File: src/rtl/ipt_pkg.sv
// ----------------------------------------------------------------------------
// ipt_pkg
// Shared constants, opcodes and status codes for the indexed priority table.
// ----------------------------------------------------------------------------
package ipt_pkg;

    localparam int CAPACITY = 64;
    localparam int ID_W     = $clog2(CAPACITY);
    localparam int OP_W     = 3;
    localparam int DATA_W   = 32;
    localparam int PRI_W    = 16;
    localparam int STAT_W   = 2;

    typedef logic [OP_W-1:0]   opcode_t;
    typedef logic [ID_W-1:0]   id_t;
    typedef logic [DATA_W-1:0] data_t;
    typedef logic [PRI_W-1:0]  pri_t;
    typedef logic [STAT_W-1:0] status_t;

    localparam opcode_t OP_ADD     = 3'd0;
    localparam opcode_t OP_PROMOTE = 3'd1;
    localparam opcode_t OP_GET     = 3'd2;
    localparam opcode_t OP_GET_MAX = 3'd3;
    localparam opcode_t OP_POP_MAX = 3'd4;

    localparam status_t ST_OK     = 2'd0;
    localparam status_t ST_BAD_ID = 2'd1;
    localparam status_t ST_FULL   = 2'd2;
    localparam status_t ST_EMPTY  = 2'd3;

endpackage

File: src/rtl/ipt_channels.sv
// ----------------------------------------------------------------------------
// ipt channels
// Valid/ready channels for commands into and responses out of the table.
// ----------------------------------------------------------------------------
interface ipt_cmd_if;
    logic              valid;
    logic              ready;
    ipt_pkg::opcode_t  opcode;
    ipt_pkg::id_t      item_id;
    ipt_pkg::data_t    item_data;

    modport source (output valid, output opcode, output item_id, output item_data,
                    input ready);
    modport sink   (input valid, input opcode, input item_id, input item_data,
                    output ready);
endinterface

interface ipt_rsp_if;
    logic              valid;
    logic              ready;
    ipt_pkg::status_t  status;
    ipt_pkg::id_t      result_id;
    ipt_pkg::data_t    result_data;
    ipt_pkg::pri_t     result_priority;

    modport source (output valid, output status, output result_id, output result_data,
                    output result_priority, input ready);
    modport sink   (input valid, input status, input result_id, input result_data,
                    input result_priority, output ready);
endinterface

File: src/rtl/indexed_priority_table_core.sv
// Add and rejected commands are answered from decode; get and promote first read the entry
// in decode and answer from S_RESP; get max and pop max scan, drain and emit the maximum.
// One command is in flight at a time; the next is taken once the table is back in idle,
// even while the previous response still waits in the output register.
// The max search reads the entry memory once per entry through its single port.
// Reset clears all valid marks and the fresh id counter; memory contents are not cleared.
// ----------------------------------------------------------------------------
// indexed_priority_table_core
// Table of data/priority entries in one synchronous memory, with add, promote,
// get, get max and pop max commands and one response per command.
// ----------------------------------------------------------------------------
module indexed_priority_table_core (
    input  logic            clk,
    input  logic            rst_n,
    ipt_cmd_if.sink         cmd,
    ipt_rsp_if.source       rsp
);

    localparam int MEM_W   = ipt_pkg::DATA_W + ipt_pkg::PRI_W;
    localparam int FRESH_W = ipt_pkg::ID_W + 1;

    localparam logic [2:0] S_IDLE   = 3'd0;
    localparam logic [2:0] S_DECODE = 3'd1;
    localparam logic [2:0] S_RESP   = 3'd2;
    localparam logic [2:0] S_SCAN   = 3'd3;
    localparam logic [2:0] S_DRAIN  = 3'd4;
    localparam logic [2:0] S_EMIT   = 3'd5;

    localparam ipt_pkg::id_t   LAST_ID  = ipt_pkg::id_t'(ipt_pkg::CAPACITY - 1);
    localparam logic [FRESH_W-1:0] FULL_CNT = FRESH_W'(ipt_pkg::CAPACITY);
    localparam ipt_pkg::pri_t  PRI_MAX  = '1;

    // control state
    logic [2:0]                    state_reg, state_next;
    logic [ipt_pkg::CAPACITY-1:0]  valid_reg, valid_next;
    logic [FRESH_W-1:0]            fresh_reg, fresh_next;
    logic                          rsp_valid_reg, rsp_valid_next;
    logic                          cmp_vld_reg, cmp_vld_next;
    logic                          best_found_reg, best_found_next;

    // payload
    ipt_pkg::opcode_t  op_reg;
    ipt_pkg::id_t      id_reg;
    ipt_pkg::data_t    data_reg;
    ipt_pkg::id_t      scan_reg, scan_next;
    ipt_pkg::id_t      cmp_id_reg, cmp_id_next;
    ipt_pkg::id_t      best_id_reg, best_id_next;
    ipt_pkg::data_t    best_data_reg, best_data_next;
    ipt_pkg::pri_t     best_pri_reg, best_pri_next;
    ipt_pkg::status_t  status_reg, status_next;
    ipt_pkg::id_t      res_id_reg, res_id_next;
    ipt_pkg::data_t    res_data_reg, res_data_next;
    ipt_pkg::pri_t     res_pri_reg, res_pri_next;

    // entry memory: {data, priority}
    logic [MEM_W-1:0]  mem [ipt_pkg::CAPACITY];
    logic [MEM_W-1:0]  mem_rd_reg;
    logic              mem_we, mem_re;
    ipt_pkg::id_t      mem_addr;
    logic [MEM_W-1:0]  mem_wd;

    ipt_pkg::data_t    rd_data;
    ipt_pkg::pri_t     rd_pri;
    ipt_pkg::pri_t     pri_inc;
    logic              slot_free;
    logic              cmd_xfer;

    assign rd_data   = mem_rd_reg[MEM_W-1:ipt_pkg::PRI_W];
    assign rd_pri    = mem_rd_reg[ipt_pkg::PRI_W-1:0];
    assign pri_inc   = (rd_pri == PRI_MAX) ? rd_pri : rd_pri + ipt_pkg::pri_t'(1);
    assign slot_free = !rsp_valid_reg || rsp.ready;
    assign cmd.ready = (state_reg == S_IDLE);
    assign cmd_xfer  = cmd.valid && cmd.ready;

    assign rsp.valid           = rsp_valid_reg;
    assign rsp.status          = status_reg;
    assign rsp.result_id       = res_id_reg;
    assign rsp.result_data     = res_data_reg;
    assign rsp.result_priority = res_pri_reg;

    always_ff @(posedge clk)
    begin
        if (mem_we)
        begin
            mem[mem_addr] <= mem_wd;
        end
        if (mem_re)
        begin
            mem_rd_reg <= mem[mem_addr];
        end
    end

    always_comb
    begin
        state_next      = state_reg;
        valid_next      = valid_reg;
        fresh_next      = fresh_reg;
        rsp_valid_next  = rsp_valid_reg && !rsp.ready;
        cmp_vld_next    = 1'b0;
        best_found_next = best_found_reg;
        scan_next       = scan_reg;
        cmp_id_next     = scan_reg;
        best_id_next    = best_id_reg;
        best_data_next  = best_data_reg;
        best_pri_next   = best_pri_reg;
        status_next     = status_reg;
        res_id_next     = res_id_reg;
        res_data_next   = res_data_reg;
        res_pri_next    = res_pri_reg;
        mem_we          = 1'b0;
        mem_re          = 1'b0;
        mem_addr        = id_reg;
        mem_wd          = {data_reg, ipt_pkg::pri_t'(0)};

        // fold the entry read in the previous cycle into the running maximum
        if (cmp_vld_reg && valid_reg[cmp_id_reg] && (!best_found_reg || rd_pri >= best_pri_reg))
        begin
            best_found_next = 1'b1;
            best_id_next    = cmp_id_reg;
            best_data_next  = rd_data;
            best_pri_next   = rd_pri;
        end

        unique case (state_reg)
            S_IDLE:
            begin
                if (cmd_xfer)
                begin
                    state_next = S_DECODE;
                end
            end
            S_DECODE:
            begin
                unique case (op_reg)
                    ipt_pkg::OP_ADD:
                    begin
                        if (slot_free)
                        begin
                            rsp_valid_next = 1'b1;
                            res_data_next  = '0;
                            res_pri_next   = '0;
                            state_next     = S_IDLE;
                            if (fresh_reg == FULL_CNT)
                            begin
                                status_next = ipt_pkg::ST_FULL;
                                res_id_next = '0;
                            end
                            else
                            begin
                                mem_we      = 1'b1;
                                mem_addr    = fresh_reg[ipt_pkg::ID_W-1:0];
                                valid_next[fresh_reg[ipt_pkg::ID_W-1:0]] = 1'b1;
                                fresh_next  = fresh_reg + FRESH_W'(1);
                                status_next = ipt_pkg::ST_OK;
                                res_id_next = fresh_reg[ipt_pkg::ID_W-1:0];
                            end
                        end
                    end
                    ipt_pkg::OP_PROMOTE, ipt_pkg::OP_GET:
                    begin
                        if (valid_reg[id_reg])
                        begin
                            mem_re     = 1'b1;
                            state_next = S_RESP;
                        end
                        else if (slot_free)
                        begin
                            rsp_valid_next = 1'b1;
                            status_next    = ipt_pkg::ST_BAD_ID;
                            res_id_next    = '0;
                            res_data_next  = '0;
                            res_pri_next   = '0;
                            state_next     = S_IDLE;
                        end
                    end
                    ipt_pkg::OP_GET_MAX, ipt_pkg::OP_POP_MAX:
                    begin
                        if (|valid_reg)
                        begin
                            best_found_next = 1'b0;
                            scan_next       = '0;
                            state_next      = S_SCAN;
                        end
                        else if (slot_free)
                        begin
                            rsp_valid_next = 1'b1;
                            status_next    = ipt_pkg::ST_EMPTY;
                            res_id_next    = '0;
                            res_data_next  = '0;
                            res_pri_next   = '0;
                            state_next     = S_IDLE;
                        end
                    end
                    default:
                    begin
                        if (slot_free)
                        begin
                            rsp_valid_next = 1'b1;
                            status_next    = ipt_pkg::ST_BAD_ID;
                            res_id_next    = '0;
                            res_data_next  = '0;
                            res_pri_next   = '0;
                            state_next     = S_IDLE;
                        end
                    end
                endcase
            end
            S_RESP:
            begin
                // read data holds in mem_rd_reg until the response slot frees
                if (slot_free)
                begin
                    rsp_valid_next = 1'b1;
                    status_next    = ipt_pkg::ST_OK;
                    res_id_next    = id_reg;
                    res_data_next  = rd_data;
                    res_pri_next   = rd_pri;
                    state_next     = S_IDLE;
                    if (op_reg == ipt_pkg::OP_PROMOTE)
                    begin
                        mem_we       = 1'b1;
                        mem_wd       = {rd_data, pri_inc};
                        res_pri_next = pri_inc;
                    end
                end
            end
            S_SCAN:
            begin
                mem_re       = 1'b1;
                mem_addr     = scan_reg;
                cmp_vld_next = 1'b1;
                scan_next    = scan_reg + ipt_pkg::id_t'(1);
                if (scan_reg == LAST_ID)
                begin
                    state_next = S_DRAIN;
                end
            end
            S_DRAIN:
            begin
                state_next = S_EMIT;
            end
            S_EMIT:
            begin
                if (slot_free)
                begin
                    rsp_valid_next = 1'b1;
                    status_next    = ipt_pkg::ST_OK;
                    res_id_next    = best_id_reg;
                    res_data_next  = best_data_reg;
                    res_pri_next   = best_pri_reg;
                    state_next     = S_IDLE;
                    if (op_reg == ipt_pkg::OP_POP_MAX)
                    begin
                        valid_next[best_id_reg] = 1'b0;
                    end
                end
            end
            default:
            begin
                state_next = S_IDLE;
            end
        endcase
    end

    always_ff @(posedge clk or negedge rst_n)
    begin
        if (!rst_n)
        begin
            state_reg      <= S_IDLE;
            valid_reg      <= '0;
            fresh_reg      <= '0;
            rsp_valid_reg  <= 1'b0;
            cmp_vld_reg    <= 1'b0;
            best_found_reg <= 1'b0;
        end
        else
        begin
            state_reg      <= state_next;
            valid_reg      <= valid_next;
            fresh_reg      <= fresh_next;
            rsp_valid_reg  <= rsp_valid_next;
            cmp_vld_reg    <= cmp_vld_next;
            best_found_reg <= best_found_next;
        end
    end

    always_ff @(posedge clk)
    begin
        if (cmd_xfer)
        begin
            op_reg   <= cmd.opcode;
            id_reg   <= cmd.item_id;
            data_reg <= cmd.item_data;
        end
        scan_reg      <= scan_next;
        cmp_id_reg    <= cmp_id_next;
        best_id_reg   <= best_id_next;
        best_data_reg <= best_data_next;
        best_pri_reg  <= best_pri_next;
        status_reg    <= status_next;
        res_id_reg    <= res_id_next;
        res_data_reg  <= res_data_next;
        res_pri_reg   <= res_pri_next;
    end

    a_fresh_bound: assert property (@(posedge clk) disable iff (!rst_n)
        fresh_reg <= FULL_CNT)
        else $error("fresh id counter beyond capacity");

    a_single_port: assert property (@(posedge clk) disable iff (!rst_n)
        !(mem_we && mem_re))
        else $error("memory read and write in the same cycle");

    a_emit_valid: assert property (@(posedge clk) disable iff (!rst_n)
        (state_reg == S_EMIT) |-> (best_found_reg && valid_reg[best_id_reg]))
        else $error("selected maximum is not a valid entry");

    a_rsp_from_work: assert property (@(posedge clk) disable iff (!rst_n)
        $rose(rsp_valid_reg) |-> ($past(state_reg) != S_IDLE))
        else $error("response raised without a command in progress");

    a_no_accept_busy: assert property (@(posedge clk) disable iff (!rst_n)
        cmd_xfer |=> (state_reg == S_DECODE))
        else $error("command transfer did not start decode");

endmodule

File: src/flat_wrapper.sv
// flat-port wrapper written by rule: the top's interface ports become plain ports
module indexed_priority_table_core_flat 
  (clk, rst_n, cmd_valid, cmd_opcode, cmd_item_id, cmd_item_data, cmd_ready, rsp_valid, rsp_status, rsp_result_id, rsp_result_data, rsp_result_priority, rsp_ready);
  ipt_cmd_if cmd_i ();
  ipt_rsp_if rsp_i ();
  input  logic clk;
  input  logic rst_n;
  input wire logic [$bits(cmd_i.valid)-1:0] cmd_valid;
  input wire logic [$bits(cmd_i.opcode)-1:0] cmd_opcode;
  input wire logic [$bits(cmd_i.item_id)-1:0] cmd_item_id;
  input wire logic [$bits(cmd_i.item_data)-1:0] cmd_item_data;
  output wire logic [$bits(cmd_i.ready)-1:0] cmd_ready;
  output wire logic [$bits(rsp_i.valid)-1:0] rsp_valid;
  output wire logic [$bits(rsp_i.status)-1:0] rsp_status;
  output wire logic [$bits(rsp_i.result_id)-1:0] rsp_result_id;
  output wire logic [$bits(rsp_i.result_data)-1:0] rsp_result_data;
  output wire logic [$bits(rsp_i.result_priority)-1:0] rsp_result_priority;
  input wire logic [$bits(rsp_i.ready)-1:0] rsp_ready;
  assign cmd_i.valid = cmd_valid;
  assign cmd_i.opcode = cmd_opcode;
  assign cmd_i.item_id = cmd_item_id;
  assign cmd_i.item_data = cmd_item_data;
  assign cmd_ready = cmd_i.ready;
  assign rsp_valid = rsp_i.valid;
  assign rsp_status = rsp_i.status;
  assign rsp_result_id = rsp_i.result_id;
  assign rsp_result_data = rsp_i.result_data;
  assign rsp_result_priority = rsp_i.result_priority;
  assign rsp_i.ready = rsp_ready;
  indexed_priority_table_core u_core (.clk(clk), .rst_n(rst_n), .cmd(cmd_i), .rsp(rsp_i));
endmodule
File: config.mk
export PLATFORM = sky130hd
export DESIGN_NAME = indexed_priority_table_core_flat
export DESIGN_NICKNAME = d
export VERILOG_FILES = /design/src/rtl/ipt_pkg.sv /design/src/rtl/ipt_channels.sv /design/src/rtl/indexed_priority_table_core.sv /design/src/flat_wrapper.sv
export SDC_FILE = /design/constraint.sdc
export NUM_CORES = 2
export LEC_CHECK = 0
export ABC_AREA = 0
export BUFFER_PORTS_ARGS = -buffer_cell sky130_fd_sc_hd__clkbuf_2
export CELL_PAD_IN_SITES_DETAIL_PLACEMENT = 0
export CELL_PAD_IN_SITES_GLOBAL_PLACEMENT = 1
export CORE_UTILIZATION = 50
export DETAILED_ROUTE_END_ITERATION = 10
export PLACE_DENSITY_LB_ADDON = 0.3
export SYNTH_ARGS = -nofsm -noshare
export SYNTH_HDL_FRONTEND = slang
export SYNTH_SLANG_ARGS = --single-unit
File: constraint.sdc
create_clock -name clk -period 7.5 [get_ports clk]
set_input_delay 0.75 -clock clk [delete_from_list [all_inputs] [get_ports clk]]
set_output_delay 0.75 -clock clk [all_outputs]
set_load 0.02 [all_outputs]
---- After elaboration in Yosys (flattened, before gate mapping) ----
Memories as Yosys holds them, arrays and structs flattened. A register that Yosys moved wholly into a read port is not among the register bits.
Cells that the tools add are included.
Widths: inputs -> output; s select.
word-level totals
  register bits ........................... 240
  RAM bits ................................ 3072
  bits of input ports ..................... 45
  memories kept ........................... 1
cells by class
  add/sub/neg operators ................... 3
  order comparisons ....................... 7
  equality and inequality tests ........... 27
  multiplexer cells ....................... 86
  bitwise operators ....................... 4
  reductions and logical operators ........ 28
memories
  name        words  width  read ports  clocked after Yosys merged registers in  write ports  line                               RTL
  u_core.mem  64     48     1           1                                        1            indexed_priority_table_core.sv:56  logic [MEM_W-1:0] mem [ipt_pkg::CAPACITY];
operator list
  operator               number
  $mux 64                5
  $mux 32                5
  $mux 48                3
  $pmux 64 s2            1
  $mux 16                7
  $pmux 32 s3            1
  $mux 6                 12
  $and 64x64->64         1
  $not 64->64            1
  $or 64x64->64          1
  $pmux 32 s2            1
  $reduce_or 64->1       1
  $pmux 16 s3            1
  $pmux 6 s3             2
  $pmux 16 s2            1
  $lt 6x7->1 const B     4
  $pmux 6 s2             2
  $mux 1                 21
  $ne 2x1->1 const B     9
  $reduce_and 6->1       3
  $add 16x1->16 const B  1
  $eq 16x16->1 const B   1
  $ge 16x16->1           1
  $mux 3                 5
  31 further kinds       65

---- Logic depth before layout (Yosys ltp) ----
  word-level depth ........................ 9
  gate-level depth with buffers ........... 17

---- Worst setup path after synthesis ----
OpenSTA, ideal clock, no wires.
  kind .................................... input port to flip-flop
  from .................................... in rsp_ready
  to ...................................... mem u_core.mem[10][0] (netlist name) (enable)
  arrival time ............................ 5.024 ns
  required time ........................... 7.046 ns
  path slack .............................. 2.022 ns
  stages on the path ...................... 14
  buffers on the path ..................... 7
  cell sequence ........................... nand2b_1 > clkbuf_1 > and4_4 > buf_6 > buf_6 > a22oi_4 > nand2_2 > buf_2 > buf_2 > buf_2 > buf_2 > a21oi_1 > nand2_1 > nor2_1
between the ends
  word-level cells in the longest chain between the ends .. 6
  elaborated cells between the ends (all ways) .. 10
  classes of those cells .................. mux: 9; reduce/logical: 1
RTL lines
  element                       line                                RTL
  start: declaration            flat_wrapper.sv:18                  input wire logic [$bits(rsp_i.ready)-1:0] rsp_ready;
  $logic_or 1x1->1 *            indexed_priority_table_core.sv:71   assign slot_free = !rsp_valid_reg || rsp.ready;
  $mux 1                        indexed_priority_table_core.sv:137  if (slot_free)
  $mux 1                        indexed_priority_table_core.sv:134  unique case (op_reg)
  $pmux 1 s2                    indexed_priority_table_core.sv:124  unique case (state_reg)
  $mux 1                        indexed_priority_table_core.sv:83   if (mem_we)
  $mux 1 (not written as such)  indexed_priority_table_core.sv:85   mem[mem_addr] <= mem_wd;
  end: declaration              indexed_priority_table_core.sv:56
Every way passes the cells marked *; elsewhere a longest branch is shown, timed or not.

---- Worst setup path after layout ----
  from .................................... reg u_core.state_reg[2]
  to ...................................... reg u_core.mem_rd_reg[45] (read register of u_core.mem) (data pin)
between the ends
  word-level cells in the longest chain between the ends .. 2
  elaborated cells between the ends (all ways) .. 4
  classes of those cells .................. eq/ne: 2; mux: 2
RTL lines
  element                                   line                                RTL
  start: declaration                        indexed_priority_table_core.sv:34   logic [2:0] state_reg, state_next;
  start signal: assignment                  indexed_priority_table_core.sv:278  state_reg <= state_next;
  $eq 3x2->1 or $eq 3x1->1 (tied branches)  indexed_priority_table_core.sv:124
  $pmux 6 s2 or $pmux 1 s2 (tied branches)  indexed_priority_table_core.sv:124
  end: declaration                          indexed_priority_table_core.sv:57   logic [MEM_W-1:0] mem_rd_reg;
Several ways; a longest one is shown, not always the timed one.
A chain may end at the register's enable or synchronous reset.

==> metrics.txt <==
setup TNS=0 ps; max-capacitance violation count=0; DRC=0; leak pwr=47.3 nW; setup bufs post-CTS=0; worst setup path end=u_core.mem_rd_reg[45]; maximum fanout along the worst path=41; CTS max path bufs=4; remaining global-route overflow=0; Crit path arrival time=6190 ps; crit path kind=flip-flop to flip-flop; post-synthesis average cell area=16.7 um^2; Final HPWL DP=233000 um; fin cells=11712; total number of vias=78625; Yosys reg bits=3360; placed cell areas=137000 um^2; reg2reg start=u_core.state_reg[2]; clock transition at the registers of the reported paths=60 ps; top cells by area, synth=edfxtp_1 (75%), mux2i_1 (5.8%), o21ai_0 (1.7%); Critical Path RT=8140 ps; Critical Path Start=u_core.state_reg[2]; Final Setup Violations=0; most frequent cells after synthesis=edfxtp_1 (3277), mux2i_1 (753), o21ai_0 (442), nand2_1 (440), a21oi_1 (357); routed length per instance=35.7 um; setup ws final=1950 ps; Rows=187; Rel. slew slack=0.762%; Worst Min Path Start=cmd_item_data[22]; Placer Congestion=0.902; CTS tree=yes; register area share after synthesis=76.9%; min cycle time layout=5550 ps; Util after Layout=56.8%; Yosys Warn Count=0; max FFs per register=3072; pin count of the biggest net entering global routing=139; Area Overhead vs Synth=12.8%; Post-synth EDFFs=3277; ys async rst share=2.29%; RSZ-0062 raised after global routing=false; leading area contributor after synthesis=edfxtp_1; top cell type's share of synthesized area=75.3%; Clock Latency Late Sink=920 ps; Starting Density=50.3%; most frequent cell after synthesis=edfxtp_1; DIE AREA=263000 um^2; fin crit share=74.0%; initial antenna violation count=10; Num CTS Buffers=339; status=complete, no violations; share of layout cells above drive strength 1=13.3%; fin area=147000 um^2; Syn Nets=7897; Fmax achieved=180 MHz; Worst VDD drop=0.311 mV; DIE WIDTH=513 um; worst hold-check path type=input pin to flip-flop; P per Cell Area=350 nW/um^2; Final Hold Vio Count=0; Core Region=260000 um^2; Yosys cell types=94; Register-to-Register Path Depth=10; Syn Inst Count=7832; Die Y-Extent=513 um; CTS resizes=0; port buffer count=102; 1st-iter DRT viols=12163; r2r setup slk=1950 ps; Total GRT Usage=31.2%; Setup crit end kind=flip-flop; post-placement setup slack=1840 ps; Via density=6.71; Slew @ Worst Pin=1490 ps; Mapped Area=131000 um^2; # IOs=103; Root Driver=clkbuf_16; reg2reg end=u_core.mem_rd_reg[45]; # nets final=8111; clk_skew=74.3 ps; Synth Flop Type=edfxtp_1; startpoint types=flip-flop; Cells after DPL=11106; H-tree depth=5; first-pass GRT wire length=579000 um; Max Slew Vio Count=0; clock sink count=3360; DRT antenna net count=0; final WL=418000 um; fillers=19785; First-pass DRT Iterations=9; vias in the first global route=74984
[cell type report]
| class | instances | area, um^2 | area share, % |
|---|---|---|---|
| Clock inverter | 169 | 1630 | 1.11 |
| Timing Repair Buffer | 392 | 3310 | 2.24 |
| Multi-Input combinational cell | 3926 | 28700 | 19.5 |
| Antenna cell | 2 | 5.00 | 0.00339 |
| Inverter | 27 | 101 | 0.0687 |
| Clock buffer | 434 | 8990 | 6.09 |
| Tap cell | 3402 | 4260 | 2.89 |
| Sequential cell | 3360 | 100000 | 68.1 |
[worst max-delay path: stages (launching register included)]
cell and delay [ps]:
dfrtp_1 580, nand3b_2 430, inv_2 210, and2_1 250
a31oi_2 660, o32a_4 720, buf_4 720, o32ai_1 250
nor4bb_1 900, nand4_1 150, or3_1 410
[routing by layer]
layer  GRT usage [%]  vias up  share of wire [%]
met3            6.89     1013                 11
met5               0        -              0.028
li1                -    32075                  -
met4            15.4       16                5.8
met2            47.9     5177                 45
met1            42.1    40344                 38
[worst min-delay path by stage]
stage | to | slack (ps) | depth (start not counted)
after floorplan | u_core.cmp_id_reg[1] | 390 | 0
after global placement | u_core.best_id_reg[5] | 460 | 0
after detailed placement | u_core.best_id_reg[5] | 460 | 0
after CTS | u_core.data_reg[22] | 0.2 | 1
after global routing | u_core.data_reg[2] | 10 | 1
final | u_core.data_reg[22] | 30 | 1
[cells by family after synthesis]
family | Yosys count | synth area share [%]
buffers and inverters | 546 | 1.90
AND/OR/NAND/NOR | 1130 | 4.05
multiplexers | 885 | 7.27
flip-flops | 3360 | 76.9
adder cells (fa/ha/maj) | 20 | 0.191
AO/OA/AOI/OAI | 1863 | 9.55
XOR/XNOR | 28 | 0.188
[power breakdown]
group,internal (mW),leakage [nW],switching (mW)
registers,21.8,28.9,0.429
clock network,9.44,5.17,7.08
logic,3.76,13.2,9.06
[what timing repair did]
action / 4_1_cts / 5_1_grt
hold buffers: 1 / 0
endpoints found under the setup margin: 0 / 0
endpoints found under the hold margin: 1 / 0
[through the flow]
| stage | hold slack [ps] | total power, mW |
|---|---|---|
| 3_3_place_gp | 465 | 35.0 |
| 2_1_floorplan | 388 | 30.0 |
| 6_report | 34.0 | 51.6 |
| 4_1_cts | 0.232 | 51.4 |
| 5_1_grt | 10.0 | 52.8 |
| 3_5_place_dp | 464 | 35.1 |
[placed cells by master, fill, tap and decap left out, types with 16 or more instances in the layout]
master	synthesis	final
a21oi_1	357	353
a221o_1	51	51
a221oi_1	161	161
a222oi_1	52	52
a22o_1	152	151
a22oi_1	96	96
a31oi_1	17	16
and3_1	39	38
buf_12	0	49
buf_4	24	241
bufinv_16	0	28
clkbuf_1	233	86
clkbuf_16	0	344
clkbuf_2	0	101
clkinv_1	0	73
clkinv_2	0	45
dfrtp_1	77	77
edfxtp_1	3277	3277
ha_1	20	20
inv_1	26	26
mux2_2	86	86
mux2i_1	753	753
mux4_2	42	42
nand2_1	440	436
nand3_1	171	166
nand4_1	65	65
nor2_1	180	99
nor2_4	3	85
nor3_1	101	94
nor4_1	55	55
o2111a_1	17	17
o21ai_0	442	442
o22a_1	16	16
o22ai_1	343	343
o2bb2ai_1	26	26
o31ai_1	34	34
(Power assumes the default switching activity.)
